<file path="src/rtl/core/lrd_pkg.sv">
// shared constants, types and helpers of the run-length pattern decoder
`default_nettype none

package lrd_pkg;

  // grid side limit and field widths
  localparam int MAX_SIDE  = 1024;
  localparam int CFG_W     = 11;
  localparam int CHAR_W    = 8;
  localparam int RUN_W     = 21;
  localparam int COUNT_W   = 21;
  localparam int CFG_IDX_W = 1;

  // widths that follow from the side limit
  localparam int SIDE_W = $clog2(MAX_SIDE + 1);
  localparam int COL_W  = $clog2(MAX_SIDE);
  localparam int TOT_W  = $clog2(MAX_SIDE * MAX_SIDE + 1);
  localparam int CELL_W = (TOT_W > RUN_W) ? TOT_W : RUN_W;
  localparam int PROD_W = COUNT_W + SIDE_W;
  localparam int WANT_W = PROD_W + 1;
  localparam int DIV_W  = CELL_W + 1;
  localparam int DCNT_W = $clog2(DIV_W + 1);

  // pattern text characters
  localparam logic [CHAR_W-1:0] CH_DEAD  = 8'h62;  // 'b'
  localparam logic [CHAR_W-1:0] CH_LIVE  = 8'h6F;  // 'o'
  localparam logic [CHAR_W-1:0] CH_ROW   = 8'h24;  // '$'
  localparam logic [CHAR_W-1:0] CH_END   = 8'h21;  // '!'
  localparam logic [CHAR_W-1:0] CH_ZERO  = 8'h30;  // '0'
  localparam logic [CHAR_W-1:0] CH_NINE  = 8'h39;  // '9'

  // configuration register indexes
  localparam logic [CFG_IDX_W-1:0] REG_GRID_WIDTH  = 1'd0;
  localparam logic [CFG_IDX_W-1:0] REG_GRID_HEIGHT = 1'd1;

  // controller states
  typedef enum logic [6:0] {
    S_IDLE   = 7'b0000001,
    S_DECODE = 7'b0000010,
    S_MOD1   = 7'b0000100,
    S_MUL    = 7'b0001000,
    S_CLAMP  = 7'b0010000,
    S_MOD2   = 7'b0100000,
    S_DONE   = 7'b1000000
  } lrd_state_t;

  // controller to datapath
  typedef struct packed {
    logic load_char;
    logic decode;
    logic load_col;
    logic mul;
    logic clamp;
    logic finish;
  } lrd_cmd_t;

  // datapath to controller
  typedef struct packed {
    logic is_run;
    logic rem_busy;
    logic out_full;
  } lrd_status_t;

  // register value to effective side: 0 acts as 1, large values clip
  function automatic logic [SIDE_W-1:0] side_of(input logic [CFG_W-1:0] v);
    logic [SIDE_W-1:0] s;
    if (v == '0) begin
      s = SIDE_W'(1);
    end else if (int'(v) > MAX_SIDE) begin
      s = SIDE_W'(MAX_SIDE);
    end else begin
      s = SIDE_W'(v);
    end
    return s;
  endfunction

endpackage

`default_nettype wire

</file>
<file path="src/rtl/core/lrd_channels.sv">
// channel interfaces: character input, run output, configuration write
`default_nettype none

interface lrd_char_if;
  import lrd_pkg::*;
  logic              valid;
  logic              ready;
  logic [CHAR_W-1:0] char_code;
  modport source (output valid, output char_code, input ready);
  modport sink   (input valid, input char_code, output ready);
endinterface

interface lrd_run_if;
  import lrd_pkg::*;
  logic             valid;
  logic             ready;
  logic             cell_value;
  logic [RUN_W-1:0] run_length;
  logic             pattern_end;
  logic             size_ok;
  modport source (output valid, output cell_value, output run_length,
                  output pattern_end, output size_ok, input ready);
  modport sink   (input valid, input cell_value, input run_length,
                  input pattern_end, input size_ok, output ready);
endinterface

interface lrd_cfg_if;
  import lrd_pkg::*;
  logic                 valid;
  logic                 ready;
  logic [CFG_IDX_W-1:0] index;
  logic [CFG_W-1:0]     data;
  modport source (output valid, output index, output data, input ready);
  modport sink   (input valid, input index, input data, output ready);
endinterface

`default_nettype wire

</file>
<file path="src/rtl/core/lrd_rem.sv">
// bit-serial restoring remainder unit, one dividend bit per cycle
`default_nettype none

module lrd_rem (
  input  wire logic                      clk,
  input  wire logic                      rst,
  input  wire logic                      start,
  input  wire logic [lrd_pkg::DIV_W-1:0]  dividend,
  input  wire logic [lrd_pkg::SIDE_W-1:0] divisor,
  output logic                           busy,
  output logic [lrd_pkg::SIDE_W-1:0]      rem
);
  import lrd_pkg::*;

  logic [SIDE_W-1:0] acc;
  logic [DIV_W-1:0]  shreg;
  logic [SIDE_W-1:0] dvs;
  logic [DCNT_W-1:0] steps;
  logic [SIDE_W:0]   trial;

  assign busy  = (steps != '0);
  assign rem   = acc;
  // shift next dividend bit into the partial remainder
  assign trial = {acc, shreg[DIV_W-1]};

  // step counter
  always_ff @(posedge clk) begin
    if (rst) begin
      steps <= '0;
    end else if (start) begin
      steps <= DCNT_W'(DIV_W);
    end else if (busy) begin
      steps <= steps - DCNT_W'(1);
    end
  end

  // remainder datapath
  always_ff @(posedge clk) begin
    if (start) begin
      acc   <= '0;
      shreg <= dividend;
      dvs   <= divisor;
    end else if (busy) begin
      shreg <= {shreg[DIV_W-2:0], 1'b0};
      if (trial >= {1'b0, dvs}) begin
        acc <= SIDE_W'(trial - {1'b0, dvs});
      end else begin
        acc <= trial[SIDE_W-1:0];
      end
    end
  end

endmodule

`default_nettype wire

</file>
<file path="src/rtl/core/lrd_datapath.sv">
// decoder datapath: config, pattern state, run arithmetic, result register
`default_nettype none

module lrd_datapath (
  input  wire logic                         clk,
  input  wire logic                         rst,
  input  wire lrd_pkg::lrd_cmd_t            cmd,
  output lrd_pkg::lrd_status_t              status,
  input  wire logic [lrd_pkg::CHAR_W-1:0]    char_code,
  input  wire logic                         cfg_we,
  input  wire logic [lrd_pkg::CFG_IDX_W-1:0] cfg_index,
  input  wire logic [lrd_pkg::CFG_W-1:0]     cfg_data,
  output logic                              out_valid,
  input  wire logic                         out_ready,
  output logic                              out_cell_value,
  output logic [lrd_pkg::RUN_W-1:0]          out_run_length,
  output logic                              out_pattern_end,
  output logic                              out_size_ok
);
  import lrd_pkg::*;

  // configuration
  logic [CFG_W-1:0] grid_width;
  logic [CFG_W-1:0] grid_height;

  // pattern state
  logic [CHAR_W-1:0]  char_q;
  logic [COUNT_W-1:0] pending_count;
  logic               count_poisoned;
  logic [COL_W-1:0]   column;
  logic               row_touched;
  logic [CELL_W-1:0]  cells_emitted;
  logic               grid_overflow;

  // per-item working registers
  logic [TOT_W-1:0]   total;
  logic [COUNT_W-1:0] cnt;
  logic [COL_W-1:0]   col;
  logic [SIDE_W-1:0]  pad;
  logic [PROD_W-1:0]  prod;
  logic [CELL_W-1:0]  left;
  logic [CELL_W-1:0]  granted;

  // combinational helpers
  logic [SIDE_W-1:0]    w;
  logic [SIDE_W-1:0]    h;
  logic [2*SIDE_W-1:0]  wh;
  logic                 is_digit;
  logic                 is_dead;
  logic                 is_live;
  logic                 is_row;
  logic                 is_end;
  logic [COUNT_W+3:0]   times10;
  logic [CELL_W-1:0]    total_c;
  logic [WANT_W-1:0]    want;
  logic                 clip;
  logic [CELL_W-1:0]    n_clamped;
  logic                 rem_start;
  logic [DIV_W-1:0]     rem_dividend;
  logic                 rem_busy;
  logic [SIDE_W-1:0]    rem_value;

  assign w  = side_of(grid_width);
  assign h  = side_of(grid_height);
  assign wh = w * h;

  // character classes
  assign is_digit = char_q inside {[CH_ZERO:CH_NINE]};
  assign is_dead  = (char_q == CH_DEAD);
  assign is_live  = (char_q == CH_LIVE);
  assign is_row   = (char_q == CH_ROW);
  assign is_end   = (char_q == CH_END);

  // decimal count accumulate
  assign times10 = {1'b0, pending_count, 3'b000} + {3'b000, pending_count, 1'b0}
                 + {COUNT_W'(0), char_q[3:0]};

  // run request and clamp to what the grid has left
  assign total_c = CELL_W'(total);
  always_comb begin
    if (is_row) begin
      want = WANT_W'(pad) + WANT_W'(prod);
    end else if (is_end) begin
      want = WANT_W'(pad);
    end else begin
      want = WANT_W'(cnt);
    end
  end
  assign clip      = (want > WANT_W'(left));
  assign n_clamped = clip ? left : want[CELL_W-1:0];

  // remainder unit: column mod width at decode, new column after clamp
  assign rem_start    = (cmd.decode && status.is_run) || cmd.clamp;
  assign rem_dividend = cmd.clamp ? (DIV_W'(col) + DIV_W'(n_clamped)) : DIV_W'(column);

  lrd_rem u_rem (
    .clk      (clk),
    .rst      (rst),
    .start    (rem_start),
    .dividend (rem_dividend),
    .divisor  (w),
    .busy     (rem_busy),
    .rem      (rem_value)
  );

  assign status.is_run   = is_dead || is_live || is_row || is_end;
  assign status.rem_busy = rem_busy;
  assign status.out_full = out_valid && !out_ready;

  // configuration registers
  always_ff @(posedge clk) begin
    if (rst) begin
      grid_width  <= CFG_W'(1);
      grid_height <= CFG_W'(1);
    end else if (cfg_we) begin
      case (cfg_index)
        REG_GRID_WIDTH:  grid_width  <= cfg_data;
        REG_GRID_HEIGHT: grid_height <= cfg_data;
        default: ;
      endcase
    end
  end

  // character latch
  always_ff @(posedge clk) begin
    if (cmd.load_char) begin
      char_q <= char_code;
    end
  end

  // working registers along the run path
  always_ff @(posedge clk) begin
    if (cmd.decode) begin
      total <= wh[TOT_W-1:0];
      cnt   <= (count_poisoned || pending_count == '0) ? COUNT_W'(1) : pending_count;
    end
    if (cmd.load_col) begin
      col <= rem_value[COL_W-1:0];
    end
    if (cmd.mul) begin
      prod <= PROD_W'(cnt - COUNT_W'(1)) * PROD_W'(w);
      if (col != '0) begin
        pad <= w - SIDE_W'(col);
      end else if (is_row && !row_touched) begin
        pad <= w;
      end else begin
        pad <= '0;
      end
      left <= (total_c > cells_emitted) ? (total_c - cells_emitted) : '0;
    end
    if (cmd.clamp) begin
      granted <= n_clamped;
    end
  end

  // pattern state
  always_ff @(posedge clk) begin
    if (rst) begin
      pending_count  <= '0;
      count_poisoned <= 1'b0;
      column         <= '0;
      row_touched    <= 1'b0;
      cells_emitted  <= '0;
      grid_overflow  <= 1'b0;
    end else begin
      if (cmd.decode && is_digit) begin
        if (times10[COUNT_W+3:COUNT_W] != '0) begin
          pending_count <= '1;
        end else begin
          pending_count <= times10[COUNT_W-1:0];
        end
      end
      if (cmd.decode && !is_digit && !status.is_run) begin
        count_poisoned <= 1'b1;
      end
      if (cmd.clamp) begin
        cells_emitted <= cells_emitted + n_clamped;
        if (clip) begin
          grid_overflow <= 1'b1;
        end
      end
      if (cmd.finish) begin
        pending_count  <= '0;
        count_poisoned <= 1'b0;
        if (is_end) begin
          column        <= '0;
          row_touched   <= 1'b0;
          cells_emitted <= '0;
          grid_overflow <= 1'b0;
        end else begin
          column <= rem_value[COL_W-1:0];
          if (is_row) begin
            row_touched <= 1'b0;
          end else if (granted != '0) begin
            row_touched <= 1'b1;
          end
        end
      end
    end
  end

  // result register
  always_ff @(posedge clk) begin
    if (rst) begin
      out_valid <= 1'b0;
    end else if (cmd.finish) begin
      out_valid <= 1'b1;
    end else if (out_ready) begin
      out_valid <= 1'b0;
    end
  end

  always_ff @(posedge clk) begin
    if (cmd.finish) begin
      out_cell_value  <= is_live;
      out_run_length  <= granted[RUN_W-1:0];
      out_pattern_end <= is_end;
      out_size_ok     <= is_end && (cells_emitted == total_c) && !grid_overflow;
    end
  end

endmodule

`default_nettype wire

</file>
<file path="src/rtl/core/lrd_ctrl.sv">
// decoder controller: sequences one character through the datapath
`default_nettype none

module lrd_ctrl (
  input  wire logic                 clk,
  input  wire logic                 rst,
  input  wire logic                 in_valid,
  output logic                      in_ready,
  input  wire lrd_pkg::lrd_status_t status,
  output lrd_pkg::lrd_cmd_t         cmd
);
  import lrd_pkg::*;

  lrd_state_t state;
  lrd_state_t state_next;

  assign in_ready = (state == S_IDLE);

  // state register
  always_ff @(posedge clk) begin
    if (rst) begin
      state <= S_IDLE;
    end else begin
      state <= state_next;
    end
  end

  // next state and commands
  always_comb begin
    state_next = state;
    cmd        = '0;
    case (state)
      S_IDLE: begin
        if (in_valid) begin
          cmd.load_char = 1'b1;
          state_next    = S_DECODE;
        end
      end
      S_DECODE: begin
        cmd.decode = 1'b1;
        state_next = status.is_run ? S_MOD1 : S_IDLE;
      end
      S_MOD1: begin
        if (!status.rem_busy) begin
          cmd.load_col = 1'b1;
          state_next   = S_MUL;
        end
      end
      S_MUL: begin
        cmd.mul    = 1'b1;
        state_next = S_CLAMP;
      end
      S_CLAMP: begin
        cmd.clamp  = 1'b1;
        state_next = S_MOD2;
      end
      S_MOD2: begin
        if (!status.rem_busy) begin
          state_next = S_DONE;
        end
      end
      S_DONE: begin
        // wait until the result register is free
        if (!status.out_full) begin
          cmd.finish = 1'b1;
          state_next = S_IDLE;
        end
      end
      default: begin
        state_next = S_IDLE;
      end
    endcase
  end

endmodule

`default_nettype wire

</file>
<file path="src/rtl/core/life_rle_pattern_decoder_core.sv">
// top level of the run-length cell pattern decoder
`default_nettype none

// Decodes a run-length pattern body, one character beat at a time, into
// runs of cells over a row-major grid of grid_width by grid_height cells
// (register 0 and register 1; 0 acts as 1, values above 1024 act as 1024).
// A digit or any unknown character gives no result beat. 'b', 'o', '$' and
// '!' each give one run beat; the bit-serial remainder unit runs twice per
// run, once to fold the column into the current width and once to wrap the
// new column, one dividend bit per cycle. A finished run waits in an output
// register, so the next character is accepted while it is unread; the
// decoder only stalls when a second run is done before the first is taken.
// Configuration writes are taken in any cycle and belong between patterns
// or while the decoder is idle.
module life_rle_pattern_decoder_core (
  input  wire logic  clk,
  input  wire logic  rst,
  lrd_char_if.sink   chars,
  lrd_run_if.source  runs,
  lrd_cfg_if.sink    cfg
);
  import lrd_pkg::*;

  lrd_cmd_t    cmd;
  lrd_status_t status;

  // configuration is always writable
  assign cfg.ready = 1'b1;

  lrd_ctrl u_ctrl (
    .clk      (clk),
    .rst      (rst),
    .in_valid (chars.valid),
    .in_ready (chars.ready),
    .status   (status),
    .cmd      (cmd)
  );

  lrd_datapath u_datapath (
    .clk             (clk),
    .rst             (rst),
    .cmd             (cmd),
    .status          (status),
    .char_code       (chars.char_code),
    .cfg_we          (cfg.valid),
    .cfg_index       (cfg.index),
    .cfg_data        (cfg.data),
    .out_valid       (runs.valid),
    .out_ready       (runs.ready),
    .out_cell_value  (runs.cell_value),
    .out_run_length  (runs.run_length),
    .out_pattern_end (runs.pattern_end),
    .out_size_ok     (runs.size_ok)
  );

`ifndef SYNTHESIS
  // a new result beat appears only after the controller finished a run
  a_valid_from_finish: assert property (@(posedge clk) disable iff (rst)
    $rose(runs.valid) |-> $past(cmd.finish))
    else $error("result beat without a finished run");

  // the remainder unit is never restarted while it is still working
  a_rem_not_busy: assert property (@(posedge clk) disable iff (rst)
    (cmd.clamp || (cmd.decode && status.is_run)) |-> !status.rem_busy)
    else $error("remainder unit restarted while busy");

  // an idle decoder has no remainder work in flight
  a_idle_quiet: assert property (@(posedge clk) disable iff (rst)
    chars.ready |-> !status.rem_busy)
    else $error("input ready while remainder unit busy");

  // an accepted character is decoded before another one is taken
  a_one_char: assert property (@(posedge clk) disable iff (rst)
    (chars.valid && chars.ready) |=> !chars.ready)
    else $error("second character accepted before decode");
`endif

endmodule

`default_nettype wire
</file>
<file path="src/flat_wrapper.sv">
// flat-port wrapper written by rule: the top's interface ports become plain ports
module life_rle_pattern_decoder_core_flat import lrd_pkg::*;
  (clk, rst, chars_valid, chars_char_code, chars_ready, runs_valid, runs_cell_value, runs_run_length, runs_pattern_end, runs_size_ok, runs_ready, cfg_valid, cfg_index, cfg_data, cfg_ready);
  lrd_char_if chars_i ();
  lrd_run_if runs_i ();
  lrd_cfg_if cfg_i ();
  input  wire logic clk;
  input  wire logic rst;
  input wire logic [$bits(chars_i.valid)-1:0] chars_valid;
  input wire logic [$bits(chars_i.char_code)-1:0] chars_char_code;
  output wire logic [$bits(chars_i.ready)-1:0] chars_ready;
  output wire logic [$bits(runs_i.valid)-1:0] runs_valid;
  output wire logic [$bits(runs_i.cell_value)-1:0] runs_cell_value;
  output wire logic [$bits(runs_i.run_length)-1:0] runs_run_length;
  output wire logic [$bits(runs_i.pattern_end)-1:0] runs_pattern_end;
  output wire logic [$bits(runs_i.size_ok)-1:0] runs_size_ok;
  input wire logic [$bits(runs_i.ready)-1:0] runs_ready;
  input wire logic [$bits(cfg_i.valid)-1:0] cfg_valid;
  input wire logic [$bits(cfg_i.index)-1:0] cfg_index;
  input wire logic [$bits(cfg_i.data)-1:0] cfg_data;
  output wire logic [$bits(cfg_i.ready)-1:0] cfg_ready;
  assign chars_i.valid = chars_valid;
  assign chars_i.char_code = chars_char_code;
  assign chars_ready = chars_i.ready;
  assign runs_valid = runs_i.valid;
  assign runs_cell_value = runs_i.cell_value;
  assign runs_run_length = runs_i.run_length;
  assign runs_pattern_end = runs_i.pattern_end;
  assign runs_size_ok = runs_i.size_ok;
  assign runs_i.ready = runs_ready;
  assign cfg_i.valid = cfg_valid;
  assign cfg_i.index = cfg_index;
  assign cfg_i.data = cfg_data;
  assign cfg_ready = cfg_i.ready;
  life_rle_pattern_decoder_core u_core (.clk(clk), .rst(rst), .chars(chars_i), .runs(runs_i), .cfg(cfg_i));
endmodule
</file>
<file path="config.mk">
export PLATFORM = sky130hd
export DESIGN_NAME = life_rle_pattern_decoder_core_flat
export DESIGN_NICKNAME = d
export VERILOG_FILES = /design/src/rtl/core/lrd_pkg.sv /design/src/rtl/core/lrd_channels.sv /design/src/rtl/core/lrd_rem.sv /design/src/rtl/core/lrd_datapath.sv /design/src/rtl/core/lrd_ctrl.sv /design/src/rtl/core/life_rle_pattern_decoder_core.sv /design/src/flat_wrapper.sv
export SDC_FILE = /design/constraint.sdc
export NUM_CORES = 2
export LEC_CHECK = 0
export ABC_CLOCK_PERIOD_IN_PS = 9800
export BUFFER_PORTS_ARGS = -buffer_cell sky130_fd_sc_hd__clkbuf_2
export CAP_MARGIN = 10
export CORE_ASPECT_RATIO = 0.8
export CORE_MARGIN = 3
export CORE_UTILIZATION = 65
export CTS_CLUSTER_DIAMETER = 30
export DETAILED_ROUTE_END_ITERATION = 10
export PLACE_DENSITY = 0.82
export SLEW_MARGIN = 25
export SYNTH_ARGS = -nofsm -noshare
export SYNTH_HDL_FRONTEND = slang
export SYNTH_SLANG_ARGS = --single-unit
</file>
<file path="constraint.sdc">
create_clock -name clk -period 9.8 [get_ports clk]
set_input_delay 0.98 -clock clk [delete_from_list [all_inputs] [get_ports clk]]
set_output_delay 0.98 -clock clk [all_outputs]
set_load 0.01 [all_outputs]
</file>
Yosys cells after proc, flatten, opt, wreduce, memory -nomap -nowiden --
Index checks and enable logic that the tools add are counted.
Cells by class: add/sub/neg operators 10, multipliers 2, magnitude comparators 7, equality and inequality tests 16, mux-type cells 44, bitwise operators 1, reductions and logical operators 35
Operator list (number):
- 21-bit two-way mux | 6
- 11-bit two-way mux | 7
- 22-bit two-way mux | 3
- 7-bit case mux with 7 select lines | 1
- 11-bit by 32-bit adder with 33-bit output | 1
- 33-bit by 21-bit greater-than comparator with 1-bit output | 1
- 33-bit two-way mux | 1
- 22-bit by 12-bit multiplier with 32-bit output | 1
- 7-bit two-way mux | 4
- 24-bit by 22-bit adder with 25-bit output | 1
- 25-bit by 4-bit adder with 25-bit output | 1
- 10-bit by 21-bit adder with 22-bit output | 1
- 11-bit greater-than comparator, second input constant | 2
- 11-bit zero test | 2
- 21-bit by 1-bit subtractor with 22-bit output, second input constant | 1
- 21-bit adder | 1
- 21-bit == test | 1
- 21-bit greater-than comparator | 1
- 21-bit zero test | 1
- 11-bit by 11-bit multiplier with 21-bit output | 1
- 21-bit nonzero test | 1
- 21-bit subtractor | 1
- 1-bit two-way mux | 18
- 8-bit by 6-bit == test with 1-bit output, second input constant | 2
- 30 further kinds | 55
Storage, ports and cells: register bits after elaboration 303, bits of input ports 25, output and inout port bits 27, word-level logic and storage cells 142

Depth between registers and ports, before layout --
depth in word-level cells 9, gate-level depth with buffers 37, gate-level depth less buffers 35

Cells and area by module --
Synthesis repeated with hierarchy kept, for this count alone.
Unflattened totals: cell total of the unflattened synthesis 3323, area, all modules 30586.8 um^2
By module, submodules not included:
- lrd_datapath | times used 1, cells an instance 3027, area each 27466.3 um^2, sequential area each 6636.4 um^2
- lrd_rem | times used 1, cells an instance 233, area each 2615.0 um^2, sequential area each 1311.3 um^2
- lrd_ctrl | times used 1, cells an instance 61, area each 494.2 um^2, sequential area each 140.1 um^2
- life_rle_pattern_decoder_core | times used 1, cells an instance 2, area each 11.3 um^2, sequential area each 0.0 um^2

Least setup slack after synthesis --
Ideal clock, no wire load.
path kind reg2reg, start register u_core.u_datapath.cnt[3], end register u_core.u_datapath.prod[31], data pin, arrival time 7.007 ns, required time 9.540 ns, slack 2.533 ns, stages on the path, launching flop included 23, buffers on the path 1, period minus slack after synthesis 7.267 ns, cell sequence edfxtp_1 clkbuf_1 or4_1 nor4b_2 nor3b_1 xor2_1 nand2_1 fa_1 fa_1 fa_1 fa_1 inv_1 fa_1 ha_1 a21oi_1 o31a_1 a31oi_1 nand4_1 a31oi_1 and4_1 a2111oi_0 a21oi_1 xnor2_1
On the way: word-level cells in the longest chain between the ends 2
Ends and longest elaborated chain:
- start, declared | line lrd_datapath.sv:37 | logic [COUNT_W-1:0] cnt;
- start signal, assigned | line lrd_datapath.sv:135 | cnt <= (count_poisoned || pending_count == '0) ? COUNT_W'(1) : pending_count;
- 21-bit by 1-bit subtractor with 22-bit output | line lrd_datapath.sv:141 | prod <= PROD_W'(cnt - COUNT_W'(1)) * PROD_W'(w);
- 22-bit by 12-bit multiplier with 32-bit output | line lrd_datapath.sv:141
- end signal, assigned | line lrd_datapath.sv:141
- end, declared | line lrd_datapath.sv:40 | logic [PROD_W-1:0] prod;
No other way between the ends. A chain may end at the register's enable or synchronous reset.

Worst setup path after layout --
Ends and elaborated chain as after synthesis.

==> impl_metrics.env <==
export IMPL_synth_cell_types=92
export IMPL_clk_pin_slew_ns=0.05
export IMPL_cts_setup_buffers=0
export IMPL_min_period_ns=8.46
export IMPL_crit_required_ns=10.13
export IMPL_syn_nets=3837
export IMPL_synth_area_per_cell_sq_um=9.19
export IMPL_synth_top_cell_area_share_pct=20.3
export IMPL_cts_hold_buf=0
export IMPL_core_area_sq_mm=0.0449
export IMPL_worst_slew_pin_slew_ns=1.11
export IMPL_synth_ff_type="edfxtp_1"
export IMPL_slew_headroom_pct=25.2
export IMPL_num_fill_cells=3285
export IMPL_clkLatencyLatePin_ns=0.62
export IMPL_clk_path_buf_depth=3
export IMPL_numCtsBuffers=59
export IMPL_first_pass_iters=6
export IMPL_period_share_pct=86.3
export IMPL_worst_setup_path_start_kind="flip-flop"
export IMPL_hold_path_class="reg -> reg"
export IMPL_grt_overflow=0
export IMPL_rows=69
export IMPL_grt_antenna_before_repair=2
export IMPL_grt_max_degree=65
export IMPL_dp_hpwl_um=63700
export IMPL_cp_max_fo=11
export IMPL_num_nets_final=3874
export IMPL_drv_cap=0
export IMPL_setup_tns_ns=0
export IMPL_fmax_mhz=118
export IMPL_wl_um=81800
export IMPL_skew_ns=0.0411
export IMPL_wl_per_cell_um=20.8
export IMPL_rsz0062_at_grt="no"
export IMPL_power_density_mw_per_mm2=137
export IMPL_dieArea_sq_mm=0.0485
export IMPL_yosysSeqAreaShare_pct=27.1
export IMPL_drc=0
export IMPL_htree_levels=2
export IMPL_clock_sinks=303
export IMPL_vias=24200
export IMPL_portBuffers=50
export IMPL_yosysTopAreaCell="edfxtp_1"
export IMPL_ant_nets=0
export IMPL_arrival_ns=8.79
export IMPL_peakVddDrop_mv=0.182
export IMPL_grt_pass1_vias=24100
export IMPL_synth_edff_count=202
export IMPL_layout_common_cells="455 x inv_1, 396 x nand2_1, 294 x fa_1"
export IMPL_syn_to_final_growth_pct=9.90
export IMPL_syn_area_sq_mm=0.0298
export IMPL_hold_viol=0
export IMPL_yosysWarnings=0
export IMPL_path_class="reg -> reg"
export IMPL_drt_iter0_drc=2372
export IMPL_chipWidth_um=245
export IMPL_multi_input_area_sq_mm=0.0196
export IMPL_cts_root_buffer="clkbuf_16"
export IMPL_place_congestion=0.983
export IMPL_viasPerCell=6.15
export IMPL_synth_cells=3245
export IMPL_setup_slack_ns=1.34
export IMPL_detailedPlace_worstSlack_ns=1.54
export IMPL_layout_commonest_cell="inv_1"
export IMPL_setup_viol=0
export IMPL_outcome="complete, no violations"
export IMPL_ys_top_cells_by_area="edfxtp_1 20%, fa_1 20%, ha_1 11%"
export IMPL_die_y_um=198
export IMPL_tritoncts="built"
export IMPL_critPathCaptureType="flip-flop"
export IMPL_grt_first_pass_wirelength_um=129000
export IMPL_leakagePower_nw=14.9
export IMPL_io_pins=52
export IMPL_cts_repair_resized=0
export IMPL_start_util_pct=66.4
export IMPL_ff_latch_area_sq_mm=0.00809
export IMPL_slew_viol_final=0
export IMPL_ys_async_sr_fraction_pct=0
export IMPL_drive_gt1_share_pct=7.77
export IMPL_grt_usage_pct=34.3
export IMPL_ys_ff_latch=303
metrics by stage:
step | cell area (sq um) | hold WS [ns] | util (%) | total power, W | cells
2_1_floorplan | 29800 | 0.417 | - | 0.00219 | 3245
3_3_place_gp | 30700 | 0.423 | 68.3 | 0.00238 | 3824
3_5_place_dp | 30700 | 0.427 | 68.3 | 0.00241 | 3824
4_1_cts | 32800 | 0.437 | 73.0 | 0.00449 | 3936
5_1_grt | 32800 | 0.449 | 73.0 | 0.00468 | 3936
6_report | 32800 | 0.439 | 73.0 | 0.00449 | 3937
path summary, 6_finish.rpt:
| check | start | slack (ns) | depth (start not counted) | end |
|---|---|---|---|---|
| max reg2reg | u_core.u_datapath.cnt[3] | 1.34 | 21 | u_core.u_datapath.prod[31] |
| min reg2reg | u_core.u_datapath.granted[8] | 0.44 | 0 | u_core.u_datapath.out_run_length[8] |
| min | u_core.u_datapath.granted[8] | 0.44 | 0 | u_core.u_datapath.out_run_length[8] |
| max | u_core.u_datapath.cnt[3] | 1.34 | 21 | u_core.u_datapath.prod[31] |
per-layer routing:
metal	GRT usage (%)	share of wire (%)
met1	47.7	41
met2	52.2	43
met3	8.44	12
met4	13.2	4.1
met5	0	0.042
synth_stat cells (63+ instances only):
| cell type | count |
|---|---|
| edfxtp_1 | 202 |
| clkbuf_1 | 91 |
| o21ai_0 | 112 |
| and2_1 | 72 |
| dfxtp_1 | 101 |
| ha_1 | 273 |
| nor2_1 | 256 |
| nand2_1 | 397 |
| fa_1 | 294 |
| inv_1 | 455 |
| xor2_1 | 63 |
| xnor2_1 | 103 |
| a21oi_1 | 168 |
state kept, by name, indices dropped and copies added (netlist names), 5 cells and up:
signal	cells
u_core.u_ctrl.state	7
u_core.u_datapath.cells_emitted	21
u_core.u_datapath.char_q	8
u_core.u_datapath.cnt	21
u_core.u_datapath.col	10
u_core.u_datapath.column	10
u_core.u_datapath.granted	21
u_core.u_datapath.grid_height	11
u_core.u_datapath.grid_width	11
u_core.u_datapath.left	21
u_core.u_datapath.out_run_length	21
u_core.u_datapath.pad	11
u_core.u_datapath.pending_count	21
u_core.u_datapath.prod	32
u_core.u_datapath.total	21
u_core.u_datapath.u_rem.dvs	11
u_core.u_datapath.u_rem.rem	11
u_core.u_datapath.u_rem.shreg	22
u_core.u_datapath.u_rem.steps	5
worst max-delay path, cell delays in order, from the launching register on:
cell and delay (ns):
edfxtp_1 0.49, or4_1 0.65, nor4b_2 0.69, nand3b_1 0.35, nor3_1 0.28, xor2_1 0.81, nand2_1 0.22, fa_1 0.54
fa_1 0.54, fa_1 0.44, fa_1 0.55, inv_1 0.06, fa_1 0.50, ha_1 0.38, a21oi_1 0.15, nor2b_1 0.05
o21ai_0 0.16, nand2b_1 0.14, and3_1 0.20, a2111oi_0 0.63, a21oi_1 0.18, xnor2_1 0.16
power breakdown:
| group | internal [W] | switching (W) | leakage, nW |
|---|---|---|---|
| logic | 0.000320 | 0.000509 | 11.2 |
| clock network | 0.00134 | 0.000738 | 0.981 |
| registers | 0.00151 | 0.0000810 | 2.70 |
kinds of logic (layout without fill, tap and decap cells):
group                    Yosys count  count (layout)  share of synthesized area [%]
other                              1               2                         0.0126
adder cells (fa/ha/maj)          567             567                           31.2
AND/OR/NAND/NOR                 1079            1079                           17.0
AO/OA/AOI/OAI                    542             542                           11.9
flip-flops                       303             303                           27.1
multiplexers                      16              16                          0.554
buffers and inverters            571             659                           7.29
XOR/XNOR                         166             166                           4.88
final cells by class:
class,instances,share of cell area (%)
multi-input cells,2371,59.8
flip-flops and latches,303,24.7
inverters,461,5.28
clock buffers,68,4.74
well taps,603,2.30
clock inverters,44,1.64
repair buffers,86,1.59
diodes,1,0.00764
Power figures use the tool's default switching activity.
